<file path="src/design/variable_partition_allocator_macros.svh">
// Assertion macros for the variable partition allocator.
// Included by the top level; no other dependencies.
`ifndef VARIABLE_PARTITION_ALLOCATOR_MACROS_SVH
`define VARIABLE_PARTITION_ALLOCATOR_MACROS_SVH
// Implication checked on every clock edge outside reset.
`define VPA_ASSERT_IMP(label, ante, cons, msg) \
    label: assert property (@(posedge clk) disable iff (!rst_n) (ante) |-> (cons)) \
        else $error(msg);
// Next-cycle implication.
`define VPA_ASSERT_NXT(label, ante, cons, msg) \
    label: assert property (@(posedge clk) disable iff (!rst_n) (ante) |=> (cons)) \
        else $error(msg);
`endif

</file>
<file path="src/design/vpa_pkg.sv">
// Package for the variable partition allocator: status, command, policy and
// free-chain cell operation codes. No dependencies.
`default_nettype none
package vpa_pkg;
    localparam logic [2:0] ST_OK      = 3'd0;
    localparam logic [2:0] ST_NOFIT   = 3'd1;
    localparam logic [2:0] ST_FULL    = 3'd2;
    localparam logic [2:0] ST_UNKNOWN = 3'd3;
    localparam logic [2:0] ST_ZERO    = 3'd4;
    localparam logic       CMD_STORE  = 1'b0;
    localparam logic       CMD_REVOKE = 1'b1;
    localparam logic [1:0] POL_FIRST  = 2'd0;
    localparam logic [1:0] POL_NEXT   = 2'd1;
    localparam logic [1:0] POL_BEST   = 2'd2;
    localparam logic [1:0] POL_RSVD   = 2'd3;   // behaves as first fit
    localparam logic [1:0] CELL_HOLD  = 2'd0;
    localparam logic [1:0] CELL_LOAD  = 2'd1;
    localparam logic [1:0] CELL_LEFT  = 2'd2;
    localparam logic [1:0] CELL_RIGHT = 2'd3;
endpackage
`default_nettype wire

</file>
<file path="src/design/vpa_if.sv">
// Channel interfaces for the allocator: command, result, configuration.
// Standalone; widths fixed by the field definitions.
`default_nettype none
interface vpa_cmd_if;
    logic       valid;
    logic       ready;
    logic       cmd;
    logic [7:0] job_id;
    logic [7:0] job_size;
    modport source (output valid, cmd, job_id, job_size, input ready);
    modport sink   (input valid, cmd, job_id, job_size, output ready);
endinterface

interface vpa_res_if;
    logic       valid;
    logic       ready;
    logic [2:0] status;
    logic [6:0] block_start;
    logic [3:0] free_segments;
    modport source (output valid, status, block_start, free_segments, input ready);
    modport sink   (input valid, status, block_start, free_segments, output ready);
endinterface

interface vpa_cfg_if;
    logic       valid;
    logic       ready;
    logic [1:0] data;
    modport source (output valid, data, input ready);
    modport sink   (input valid, data, output ready);
endinterface
`default_nettype wire

</file>
<file path="src/design/vpa_cell.sv">
// One cell of the free-segment chain: holds a segment, shifts with neighbors.
// Depends on vpa_pkg for the cell operation codes.
`default_nettype none
module vpa_cell #(
    parameter int AW = 7
) (
    input  wire logic          clk,
    input  wire logic [1:0]    op,      // hold, load, take left, take right
    input  wire logic [AW:0]   ld_start,
    input  wire logic [AW:0]   ld_size,
    input  wire logic [AW:0]   left_start,
    input  wire logic [AW:0]   left_size,
    input  wire logic [AW:0]   right_start,
    input  wire logic [AW:0]   right_size,
    output logic      [AW:0]   seg_start,
    output logic      [AW:0]   seg_size
);
    import vpa_pkg::*;

    logic [AW:0] start_reg, size_reg;
    always_ff @(posedge clk)
    begin
        unique case (op)
            CELL_HOLD:
            begin
                start_reg <= start_reg;
                size_reg  <= size_reg;
            end
            CELL_LOAD:
            begin
                start_reg <= ld_start;
                size_reg  <= ld_size;
            end
            CELL_LEFT:
            begin
                start_reg <= left_start;
                size_reg  <= left_size;
            end
            CELL_RIGHT:
            begin
                start_reg <= right_start;
                size_reg  <= right_size;
            end
        endcase
    end
    assign seg_start = start_reg;
    assign seg_size  = size_reg;
endmodule
`default_nettype wire

</file>
<file path="src/design/variable_partition_allocator.sv">
// Variable partition allocator, one command at a time. The result beat follows the
// command beat after a job scan over MAX_JOBS slots, a free-chain scan over MAX_JOBS+1
// cells, an update state and a result load, with a shift state before the load when the
// chain shifts. The next command is taken the cycle after the result loads; an unread
// result stalls only the next command's result load. Reset (rst_n, async) leaves one
// free segment over the memory, no jobs, next-fit pointer 0, first fit; ready follows
// once the init pass has reloaded cell 0.
`default_nettype none
`include "variable_partition_allocator_macros.svh"
module variable_partition_allocator #(
    parameter int MEM_SIZE = 128,
    parameter int MAX_JOBS = 8
) (
    input wire logic clk,
    input wire logic rst_n,
    vpa_cmd_if.sink   cmd_ch,
    vpa_res_if.source res_ch,
    vpa_cfg_if.sink   cfg_ch
);
    import vpa_pkg::*;

    localparam int AW = $clog2(MEM_SIZE);      // address bits; sizes use AW+1
    localparam int FD = MAX_JOBS + 1;          // free chain depth
    localparam int FW = $clog2(FD + 1);        // free count width
    localparam int JW = $clog2(MAX_JOBS);
    localparam int CW = $clog2(FD + 1);        // scan counter width
    localparam int SW = (AW + 1 > 8) ? AW + 1 : 8;  // request vs segment compare width

    localparam logic [2:0] S_IDLE  = 3'd0;
    localparam logic [2:0] S_JOBS  = 3'd1;
    localparam logic [2:0] S_FREE  = 3'd2;
    localparam logic [2:0] S_UPD   = 3'd3;
    localparam logic [2:0] S_SHIFT = 3'd4;
    localparam logic [2:0] S_OUT   = 3'd5;

    // ---- configuration ----
    logic [1:0] policy_reg;
    assign cfg_ch.ready = 1'b1;
    always_ff @(posedge clk or negedge rst_n)
    begin
        if (!rst_n) policy_reg <= POL_FIRST;
        else if (cfg_ch.valid) policy_reg <= cfg_ch.data;
    end

    // ---- job table (flip-flop slots, scanned one per cycle) ----
    logic            jv_reg [MAX_JOBS];
    logic [7:0]      jid_reg [MAX_JOBS];
    logic [AW-1:0]   jst_reg [MAX_JOBS];
    logic [AW:0]     jsz_reg [MAX_JOBS];

    // ---- control ----
    logic [2:0]    state_reg;
    logic [CW-1:0] idx_reg;
    logic          cmd_reg;
    logic [7:0]    id_reg;
    logic [7:0]    size_reg;
    logic          found_reg, slot_ok_reg;
    logic [JW-1:0] found_reg_i, slot_reg;
    logic [FW-1:0] cnt_reg;
    logic [CW-1:0] nfp_reg;
    // free scan results
    logic          k_ok_reg, nx_ok_reg;
    logic [CW-1:0] k_reg, nx_reg;
    logic [AW:0]   best_sz_reg;
    logic          lo_ok_reg, hi_ok_reg;
    logic [CW-1:0] lo_reg, hi_reg, pos_reg;
    logic [AW:0]   ws_reg, wsz_reg;
    // shift pass
    logic [CW-1:0] sh_at_reg;
    logic          sh_dir_reg;   // 1 = open gap at sh_at (shift right), 0 = close
    // result of the command in work, held until the output register is free
    logic [2:0]    ust_reg;
    logic [6:0]    ustart_reg;
    // result
    logic          rv_reg;
    logic [2:0]    rst_reg;
    logic [6:0]    rstart_reg;
    logic [3:0]    rfree_reg;

    // ---- free chain ----
    logic [1:0]  cop   [FD];
    logic [AW:0] cst   [FD];
    logic [AW:0] csz   [FD];
    logic [AW:0] ldst, ldsz;
    logic [CW-1:0] ld_at;
    logic        ld_en;

    genvar g;
    generate
        for (g = 0; g < FD; g++)
        begin : g_cell
            vpa_cell #(.AW(AW)) u_cell (
                .clk        (clk),
                .op         (cop[g]),
                .ld_start   (ldst),
                .ld_size    (ldsz),
                .left_start ((g == 0) ? cst[0] : cst[(g == 0) ? 0 : g - 1]),
                .left_size  ((g == 0) ? csz[0] : csz[(g == 0) ? 0 : g - 1]),
                .right_start((g == FD - 1) ? cst[g] : cst[(g == FD - 1) ? g : g + 1]),
                .right_size ((g == FD - 1) ? csz[g] : csz[(g == FD - 1) ? g : g + 1]),
                .seg_start  (cst[g]),
                .seg_size   (csz[g])
            );
        end
    endgenerate

    // reset pass: cell 0 reloaded from init flag
    logic init_reg;

    // current scan cell
    logic [AW:0] sc_st, sc_sz, sc_end;
    always_comb
    begin
        sc_st = '0;
        sc_sz = '0;
        for (int i = 0; i < FD; i++)
        begin
            if (idx_reg == CW'(i))
            begin
                sc_st = cst[i];
                sc_sz = csz[i];
            end
        end
        sc_end = sc_st + sc_sz;
    end

    logic [AW:0] need;
    assign need = (AW + 1)'(size_reg);   // only used once the request fits
    logic fits;
    assign fits = SW'(size_reg) <= SW'(sc_sz);

    // selected segment for store
    logic [CW-1:0] k_sel;
    logic          k_sel_ok;
    always_comb
    begin
        if (policy_reg == POL_NEXT)
        begin
            k_sel_ok = nx_ok_reg || k_ok_reg;
            k_sel    = nx_ok_reg ? nx_reg : k_reg;
        end
        else
        begin
            k_sel_ok = k_ok_reg;
            k_sel    = k_reg;
        end
    end

    logic [AW:0] ksz, kst, losz, hisz;
    always_comb
    begin
        ksz = '0; kst = '0; losz = '0; hisz = '0;
        for (int i = 0; i < FD; i++)
        begin
            if (k_sel == CW'(i)) begin ksz = csz[i]; kst = cst[i]; end
            if (lo_reg == CW'(i)) losz = csz[i];
            if (hi_reg == CW'(i)) hisz = csz[i];
        end
    end

    assign cmd_ch.ready   = (state_reg == S_IDLE) && !init_reg;
    assign res_ch.valid   = rv_reg;
    assign res_ch.status  = rst_reg;
    assign res_ch.block_start   = rstart_reg;
    assign res_ch.free_segments = rfree_reg;

    // chain ops
    always_comb
    begin
        for (int i = 0; i < FD; i++) cop[i] = CELL_HOLD;
        ldst = '0; ldsz = '0; ld_at = '0; ld_en = 1'b0;
        if (init_reg)
        begin
            ld_en = 1'b1; ld_at = '0; ldst = '0; ldsz = (AW + 1)'(MEM_SIZE);
        end
        else if (state_reg == S_UPD)
        begin
            if (cmd_reg == CMD_STORE)
            begin
                if (found_reg || !slot_ok_reg || size_reg == 8'd0 || !k_sel_ok) ld_en = 1'b0;
                else if (need != ksz)
                begin
                    ld_en = 1'b1; ld_at = k_sel; ldst = kst + need; ldsz = ksz - need;
                end
            end
            else if (found_reg)
            begin
                if (lo_ok_reg)
                begin
                    ld_en = 1'b1; ld_at = lo_reg;
                    ldst = ws_reg - losz; // unchanged start
                    ldsz = losz + wsz_reg + (hi_ok_reg ? hisz : '0);
                    for (int i = 0; i < FD; i++)
                        if (lo_reg == CW'(i)) ldst = cst[i];
                end
                else if (hi_ok_reg)
                begin
                    ld_en = 1'b1; ld_at = hi_reg; ldst = ws_reg; ldsz = hisz + wsz_reg;
                end
            end
        end
        else if (state_reg == S_SHIFT && sh_dir_reg)
        begin
            ld_en = 1'b1; ld_at = sh_at_reg; ldst = ws_reg; ldsz = wsz_reg;
        end
        for (int i = 0; i < FD; i++)
        begin
            if (state_reg == S_SHIFT && !init_reg)
            begin
                if (sh_dir_reg && CW'(i) > sh_at_reg) cop[i] = CELL_LEFT;
                if (!sh_dir_reg && CW'(i) >= sh_at_reg && i < FD - 1) cop[i] = CELL_RIGHT;
            end
            if (ld_en && ld_at == CW'(i)) cop[i] = CELL_LOAD;
        end
    end

    always_ff @(posedge clk or negedge rst_n)
    begin
        if (!rst_n)
        begin
            state_reg <= S_IDLE; init_reg <= 1'b1; cnt_reg <= FW'(1); nfp_reg <= '0;
            rv_reg <= 1'b0; idx_reg <= '0;
            for (int i = 0; i < MAX_JOBS; i++) jv_reg[i] <= 1'b0;
        end
        else
        begin
            init_reg <= 1'b0;
            if (rv_reg && res_ch.ready) rv_reg <= 1'b0;
            unique case (state_reg)
                S_IDLE:
                begin
                    if (cmd_ch.valid && cmd_ch.ready)
                    begin
                        cmd_reg <= cmd_ch.cmd; id_reg <= cmd_ch.job_id;
                        size_reg <= cmd_ch.job_size;
                        found_reg <= 1'b0; slot_ok_reg <= 1'b0;
                        idx_reg <= '0; state_reg <= S_JOBS;
                    end
                end
                S_JOBS:
                begin
                    for (int i = 0; i < MAX_JOBS; i++)
                    begin
                        if (idx_reg == CW'(i))
                        begin
                            if (jv_reg[i] && jid_reg[i] == id_reg)
                            begin
                                found_reg <= 1'b1; found_reg_i <= JW'(i);
                                ws_reg <= {1'b0, jst_reg[i]}; wsz_reg <= jsz_reg[i];
                            end
                            else if (!jv_reg[i] && !slot_ok_reg)
                            begin
                                slot_ok_reg <= 1'b1; slot_reg <= JW'(i);
                            end
                        end
                    end
                    if (idx_reg == CW'(MAX_JOBS - 1))
                    begin
                        idx_reg <= '0; state_reg <= S_FREE;
                        k_ok_reg <= 1'b0; nx_ok_reg <= 1'b0;
                        lo_ok_reg <= 1'b0; hi_ok_reg <= 1'b0; pos_reg <= '0;
                    end
                    else idx_reg <= idx_reg + 1'b1;
                end
                S_FREE:
                begin
                    if (idx_reg < CW'(cnt_reg))
                    begin
                        if (fits)
                        begin
                            if (policy_reg == POL_BEST)
                            begin
                                if (!k_ok_reg || sc_sz < best_sz_reg)
                                begin
                                    k_ok_reg <= 1'b1; k_reg <= idx_reg; best_sz_reg <= sc_sz;
                                end
                            end
                            else if (!k_ok_reg)
                            begin
                                k_ok_reg <= 1'b1; k_reg <= idx_reg;
                            end
                            if (idx_reg > nfp_reg && !nx_ok_reg)
                            begin
                                nx_ok_reg <= 1'b1; nx_reg <= idx_reg;
                            end
                        end
                        if (sc_end <= ws_reg) pos_reg <= idx_reg + 1'b1;
                        if (sc_end == ws_reg) begin lo_ok_reg <= 1'b1; lo_reg <= idx_reg; end
                        if (sc_st == ws_reg + wsz_reg)
                        begin
                            hi_ok_reg <= 1'b1; hi_reg <= idx_reg;
                        end
                    end
                    if (idx_reg == CW'(FD - 1)) state_reg <= S_UPD;
                    else idx_reg <= idx_reg + 1'b1;
                end
                S_UPD:
                begin
                    if (cmd_reg == CMD_STORE)
                    begin
                        if (size_reg == 8'd0)
                        begin
                            ust_reg <= ST_ZERO; ustart_reg <= '0; state_reg <= S_OUT;
                        end
                        else if (found_reg || !slot_ok_reg)
                        begin
                            ust_reg <= ST_FULL; ustart_reg <= '0; state_reg <= S_OUT;
                        end
                        else if (!k_sel_ok)
                        begin
                            ust_reg <= ST_NOFIT; ustart_reg <= '0; state_reg <= S_OUT;
                        end
                        else
                        begin
                            ust_reg <= ST_OK;
                            ustart_reg <= 7'(kst);
                            for (int i = 0; i < MAX_JOBS; i++)
                                if (slot_reg == JW'(i))
                                begin
                                    jv_reg[i] <= 1'b1; jid_reg[i] <= id_reg;
                                    jst_reg[i] <= kst[AW-1:0]; jsz_reg[i] <= need;
                                end
                            if (policy_reg == POL_NEXT) nfp_reg <= k_sel;
                            if (need == ksz)
                            begin
                                sh_dir_reg <= 1'b0; sh_at_reg <= k_sel;
                                cnt_reg <= cnt_reg - 1'b1; state_reg <= S_SHIFT;
                            end
                            else state_reg <= S_OUT;
                        end
                    end
                    else if (!found_reg)
                    begin
                        ust_reg <= ST_UNKNOWN; ustart_reg <= '0; state_reg <= S_OUT;
                    end
                    else
                    begin
                        ust_reg <= ST_OK;
                        ustart_reg <= 7'(ws_reg);
                        for (int i = 0; i < MAX_JOBS; i++)
                            if (found_reg_i == JW'(i)) jv_reg[i] <= 1'b0;
                        if (lo_ok_reg && hi_ok_reg)
                        begin
                            sh_dir_reg <= 1'b0; sh_at_reg <= hi_reg;
                            cnt_reg <= cnt_reg - 1'b1; state_reg <= S_SHIFT;
                        end
                        else if (!lo_ok_reg && !hi_ok_reg && cnt_reg < FW'(FD))
                        begin
                            sh_dir_reg <= 1'b1; sh_at_reg <= pos_reg;
                            cnt_reg <= cnt_reg + 1'b1; state_reg <= S_SHIFT;
                        end
                        else state_reg <= S_OUT;
                    end
                end
                S_SHIFT:
                begin
                    state_reg <= S_OUT;
                end
                default:
                begin
                    // S_OUT: load result register once the previous beat has left
                    if (!rv_reg)
                    begin
                        rv_reg <= 1'b1;
                        rst_reg <= ust_reg;
                        rstart_reg <= ustart_reg;
                        rfree_reg <= 4'(cnt_reg);
                        state_reg <= S_IDLE;
                    end
                end
            endcase
        end
    end

    `VPA_ASSERT_IMP(a_cnt_range, 1'b1, cnt_reg <= FW'(FD), "free count above depth")
    `VPA_ASSERT_NXT(a_accept_scan, cmd_ch.valid && cmd_ch.ready, state_reg == S_JOBS,
        "accepted beat did not start the job scan")
    `VPA_ASSERT_IMP(a_no_accept_busy, state_reg != S_IDLE, !cmd_ch.ready,
        "command ready while busy")
endmodule
`default_nettype wire
</file>
<file path="src/flat_wrapper.sv">
// flat-port wrapper written by rule: the top's interface ports become plain ports
module variable_partition_allocator_flat import vpa_pkg::*;
#(
    parameter int MEM_SIZE = 128,
    parameter int MAX_JOBS = 8
)
  (clk, rst_n, cmd_ch_valid, cmd_ch_cmd, cmd_ch_job_id, cmd_ch_job_size, cmd_ch_ready, res_ch_valid, res_ch_status, res_ch_block_start, res_ch_free_segments, res_ch_ready, cfg_ch_valid, cfg_ch_data, cfg_ch_ready);
  vpa_cmd_if cmd_ch_i ();
  vpa_res_if res_ch_i ();
  vpa_cfg_if cfg_ch_i ();
  input wire logic clk;
  input wire logic rst_n;
  input wire logic [$bits(cmd_ch_i.valid)-1:0] cmd_ch_valid;
  input wire logic [$bits(cmd_ch_i.cmd)-1:0] cmd_ch_cmd;
  input wire logic [$bits(cmd_ch_i.job_id)-1:0] cmd_ch_job_id;
  input wire logic [$bits(cmd_ch_i.job_size)-1:0] cmd_ch_job_size;
  output wire logic [$bits(cmd_ch_i.ready)-1:0] cmd_ch_ready;
  output wire logic [$bits(res_ch_i.valid)-1:0] res_ch_valid;
  output wire logic [$bits(res_ch_i.status)-1:0] res_ch_status;
  output wire logic [$bits(res_ch_i.block_start)-1:0] res_ch_block_start;
  output wire logic [$bits(res_ch_i.free_segments)-1:0] res_ch_free_segments;
  input wire logic [$bits(res_ch_i.ready)-1:0] res_ch_ready;
  input wire logic [$bits(cfg_ch_i.valid)-1:0] cfg_ch_valid;
  input wire logic [$bits(cfg_ch_i.data)-1:0] cfg_ch_data;
  output wire logic [$bits(cfg_ch_i.ready)-1:0] cfg_ch_ready;
  assign cmd_ch_i.valid = cmd_ch_valid;
  assign cmd_ch_i.cmd = cmd_ch_cmd;
  assign cmd_ch_i.job_id = cmd_ch_job_id;
  assign cmd_ch_i.job_size = cmd_ch_job_size;
  assign cmd_ch_ready = cmd_ch_i.ready;
  assign res_ch_valid = res_ch_i.valid;
  assign res_ch_status = res_ch_i.status;
  assign res_ch_block_start = res_ch_i.block_start;
  assign res_ch_free_segments = res_ch_i.free_segments;
  assign res_ch_i.ready = res_ch_ready;
  assign cfg_ch_i.valid = cfg_ch_valid;
  assign cfg_ch_i.data = cfg_ch_data;
  assign cfg_ch_ready = cfg_ch_i.ready;
  variable_partition_allocator #(.MEM_SIZE(MEM_SIZE), .MAX_JOBS(MAX_JOBS)) u_core (.clk(clk), .rst_n(rst_n), .cmd_ch(cmd_ch_i), .res_ch(res_ch_i), .cfg_ch(cfg_ch_i));
endmodule
</file>
<file path="config.mk">
export PLATFORM = sky130hd
export DESIGN_NAME = variable_partition_allocator_flat
export DESIGN_NICKNAME = d
export VERILOG_FILES = /design/src/design/vpa_pkg.sv /design/src/design/vpa_if.sv /design/src/design/vpa_cell.sv /design/src/design/variable_partition_allocator.sv /design/src/flat_wrapper.sv
export VERILOG_INCLUDE_DIRS = /design/src /design/src/design
export SDC_FILE = /design/constraint.sdc
export NUM_CORES = 1
export LEC_CHECK = 0
export ABC_AREA = 0
export BUFFER_PORTS_ARGS = -buffer_cell sky130_fd_sc_hd__buf_2
export CAP_MARGIN = 20
export CORE_UTILIZATION = 40
export CTS_CLUSTER_DIAMETER = 50
export DETAILED_ROUTE_END_ITERATION = 8
export PLACE_DENSITY_LB_ADDON = 0.08
export SETUP_SLACK_MARGIN = 0.02
export SYNTH_ARGS = -nofsm -noshare
export SYNTH_HDL_FRONTEND = slang
export SYNTH_HIERARCHICAL = 1
export SYNTH_SLANG_ARGS = --single-unit
</file>
<file path="constraint.sdc">
create_clock -name clk -period 6.7 [get_ports clk]
set_input_delay 0.67 -clock clk [delete_from_list [all_inputs] [get_ports clk]]
set_output_delay 0.67 -clock clk [all_outputs]
set_load 0.05 [all_outputs]
</file>
==> results.py <==
metrics = {
    "timing": {
        "worst_slew_pin_slew_ps": 1160,
        "relSlewSlack_pct": 22.2,
        "rsz0062_at_grt": "no",
        "finalClockSkew_ps": 32.8,
        "slew_viol_final": 0,
        "fin_ws_ps": 419,
        "finalCritPeriodShare_pct": 93.7,
        "fmax_mhz": 159,
        "fin_crit_ps": 6280,
        "finalHoldViolCount": 0,
        "finalSetupTns_ps": 0,
        "setup_viol": 0,
    },
    "cells_and_area": {
        "drive_above_1_share_pct": 12.8,
        "final_nets": 2970,
        "nFillCells": 6628,
        "area_delta_synth_final_pct": 13.4,
        "stdcell_area_um2": 32700,
    },
    "power": {
        "switching_share_pct": 35.4,
        "pwr-share-comb_pct": 28.9,
        "p_switching_w": 0.00366,
        "leakage_nw": 11.8,
        "pwr-share-clk_pct": 35.3,
        "seq_power_share_pct": 35.8,
        "power-per-cell-area_nw_per_um2": 316,
        "p_int_w": 0.00668,
        "vdd.ir_drop.worst_mv": 0.214,
        "power.total_w": 0.0103,
    },
    "clocking": {
        "h-tree-depth": 3,
        "numCtsBuffers": 69,
        "cts-resized-gates": 0,
        "cts.clk_slew.worst_paths_ps": 50,
        "post_cts_buffers": 0,
        "cts.sinks": 457,
        "holdBufCountCts": 0,
        "clkLatencyLatePin_ps": 630,
        "clockRootBuffer": "clkbuf_16",
        "cts_tree": "built",
        "cts_buffer_depth": 3,
    },
    "die": {
        "die_h_um": 271,
        "dieArea_um2": 73200,
        "die_x_um": 271,
        "coreArea_um2": 71500,
        "initial_core_util_pct": 40.4,
        "rows": 98,
        "io_pins": 41,
    },
    "setup_path": {
        "critPathSlowestCell": "mux2_1",
        "crit_path_frequent_cell": "nand2_1",
        "crit_chain": "nor3b_1, mux2_1, nand2_1, o21ai_0, nand3_1, ha_1, nand4_1, nor2_1, nand3b_1, o311ai_1, a311oi_1, nand2_1, o21ai_1, a211o_1, o21ai_2, buf_12, mux2i_1, a21oi_1",
        "arrival_ps": 6640,
        "startpoint_type": "register",
        "critPathRequiredTime_ps": 7060,
        "critPathKind": "reg -> reg",
        "critical_path_peak_fanout": 11,
        "path_buf_inv": 1,
        "critPathCaptureType": "register",
        "critPathTopFamily": "compound AO/OA/AOI/OAI gates",
        "critPathMaxStageDelay_ps": 730,
        "r2r_cells": 18,
        "path_depth": 18,
    },
    "drt": {
        "ant_nets": 0,
        "routedWlPerCell_um": 30.1,
        "drc": 0,
        "first_pass_iters": 9,
        "vias": 24200,
        "via_per_inst": 6.27,
        "wirelength_um": 116000,
        "drt-initial-drc-count": 3062,
    },
    "outcome": {
        "outcome": "finished, final reports clean",
    },
    "yosys": {
        "synth_area_per_cell_um2": 10.3,
        "ys_types": 98,
        "synth-edff-count": 430,
        "ys_warn_count": 6,
        "syn_area_um2": 28900,
        "syn_nets": 2921,
        "synth_ff_type": "edfxtp_1",
        "seq_area_frac_synth_pct": 47.1,
        "ys_async_sr_fraction_pct": 5.91,
        "ys_ff_latch": 457,
        "synth_cells": 2798,
    },
    "grt": {
        "grt_pass1_vias": 23200,
        "grt_max_degree": 56,
        "antenna_found_initial": 2,
        "grt_pass1_wl_um": 168000,
        "groute.usage.overall_pct": 31.3,
        "gr-total-overflow": 0,
    },
    "placed_design": {
        "gp_congestion": 0.965,
        "placement.io_buffers": 39,
        "placed_area_um2": 30400,
        "dp_hpwl_um": 85700,
        "post-place-ws_ps": 592,
    },
    "min_path": {
        "min_path_type": "in -> async",
    },
    "flow_run": {
        "drv_cap": 0,
    },
}
==> layer usage <==
layer / routed length, um / share of wire, % / GRT usage (%)
met3: 9450 / 8.1 / 4.60
met4: 4600 / 4.0 / 11.8
met5: 0 / 0 / 0
met1: 52000 / 45 / 45.8
met2: 50100 / 43 / 46.6
==> cell families (layout without fill, tap and decap cells) <==
group	after synthesis	after routing	share of synthesized area, %
compound gates	815	815	18.3
xor+xnor	123	123	3.73
fa+ha+maj	99	99	4.66
buf+inv	286	391	4.87
flops	457	457	47.1
mux	237	237	8.74
other cells	2	3	0.0260
simple gates	779	779	12.6
==> Yosys cell counts, types with 11 or more instances <==
library cell  instances  share of area (%)
a211oi_1             20               0.52
a21o_1               34               0.88
a21oi_1             298                5.2
a221o_1              15               0.52
a221oi_1             25               0.76
a222oi_1             17               0.59
a22o_1               15               0.46
a22oi_1              47                1.2
a31oi_1              20               0.43
and2_1               18               0.39
buf_2                48               0.83
buf_4                11               0.29
buf_6                11               0.43
clkbuf_1             97                1.3
dfrtp_1              25                2.2
edfxtp_1            430                 45
fa_1                 14               0.97
ha_1                 85                3.7
inv_1               101                1.3
mux2_2               21               0.82
mux2i_1             201                7.0
nand2_1             198                2.6
nand2b_1             21               0.46
nand3_1              38               0.66
nand4_1              16               0.35
nor2_1              324                4.2
nor2b_1              33               0.72
nor3_1               26               0.45
nor4_1               18               0.39
o211ai_1             40                1.0
o21a_1               13               0.34
o21ai_0             124                2.2
o21bai_1             11               0.29
o221ai_1             23               0.70
o22ai_1              27               0.59
o31ai_1              12               0.31
or2_2                15               0.33
xnor2_1              59                1.8
xor2_1               64                1.9
==> power by group through the flow <==
stage / logic (W) / clock network (W) / registers, W
finish: 0.00299 / 0.00365 / 0.00370
global placement: 0.00287 / 0 / 0.00374
floorplan: 0.00200 / 0 / 0.00357
CTS: 0.00293 / 0.00371 / 0.00369
detailed placement: 0.00291 / 0 / 0.00374
global route: 0.00322 / 0.00380 / 0.00371
==> layout by cell type, fill, tap and decap left out, types with 47 or more instances in the layout <==
| cell | synthesis | final |
|---|---|---|
| nor2_1 | 324 | 316 |
| inv_1 | 101 | 101 |
| mux2i_1 | 201 | 201 |
| edfxtp_1 | 430 | 430 |
| nand2_1 | 198 | 198 |
| xor2_1 | 64 | 64 |
| a21oi_1 | 298 | 294 |
| a22oi_1 | 47 | 47 |
| buf_4 | 11 | 112 |
| o21ai_0 | 124 | 124 |
| xnor2_1 | 59 | 59 |
| clkbuf_16 | 0 | 70 |
| ha_1 | 85 | 85 |
==> worst reg2reg max path: stages, from the launching register on <==
cell,delay (ps)
edfxtp_1,550
nor3b_1,330
mux2_1,730
nand2_1,280
o21ai_0,330
nand3_1,170
ha_1,370
nand4_1,110
nor2_1,620
nand3b_1,200
o311ai_1,340
a311oi_1,140
nand2_1,230
o21ai_1,150
a211o_1,400
o21ai_2,520
buf_12,250
mux2i_1,240
a21oi_1,90
==> metrics by stage <==
step	util, %	hold slack (ps)	cells
finish	45.8	88.3	3854
global route	45.8	116	3853
CTS	45.8	71.4	3853
detailed placement	42.5	405	3726
global placement	42.5	406	3724
floorplan	-	374	2798
==> worst paths after layout <==
kind / start / endpoint / slack, ps
setup / recovery: u_core/nx_reg[1] / u_core/g_cell[7].u_cell/seg_size[6] / 420
hold / removal: rst_n / u_core/cnt_reg[3] / 90
setup reg to reg: u_core/nx_reg[1] / u_core/g_cell[7].u_cell/seg_size[6] / 420
hold reg to reg: u_core/ustart_reg[1] / u_core/res_ch.block_start[1] / 420
max in group asynchronous: rst_n / u_core/cnt_reg[0] / 6250
min in group clk: cmd_ch_job_id[2] / u_core/id_reg[2] / 220
==> final cells by class <==
cell class	count	area [um2]	share of cell area, %
diodes	1	2.50	0.00765
clock buffers	77	1780	5.43
clock inverters	50	534	1.63
inverters	102	383	1.17
multi-input cells	2055	14000	42.8
flip-flops and latches	457	13600	41.5
well taps	950	1190	3.63
repair buffers	162	1240	3.78
Note: power is estimated with default switching activity, not from simulation.
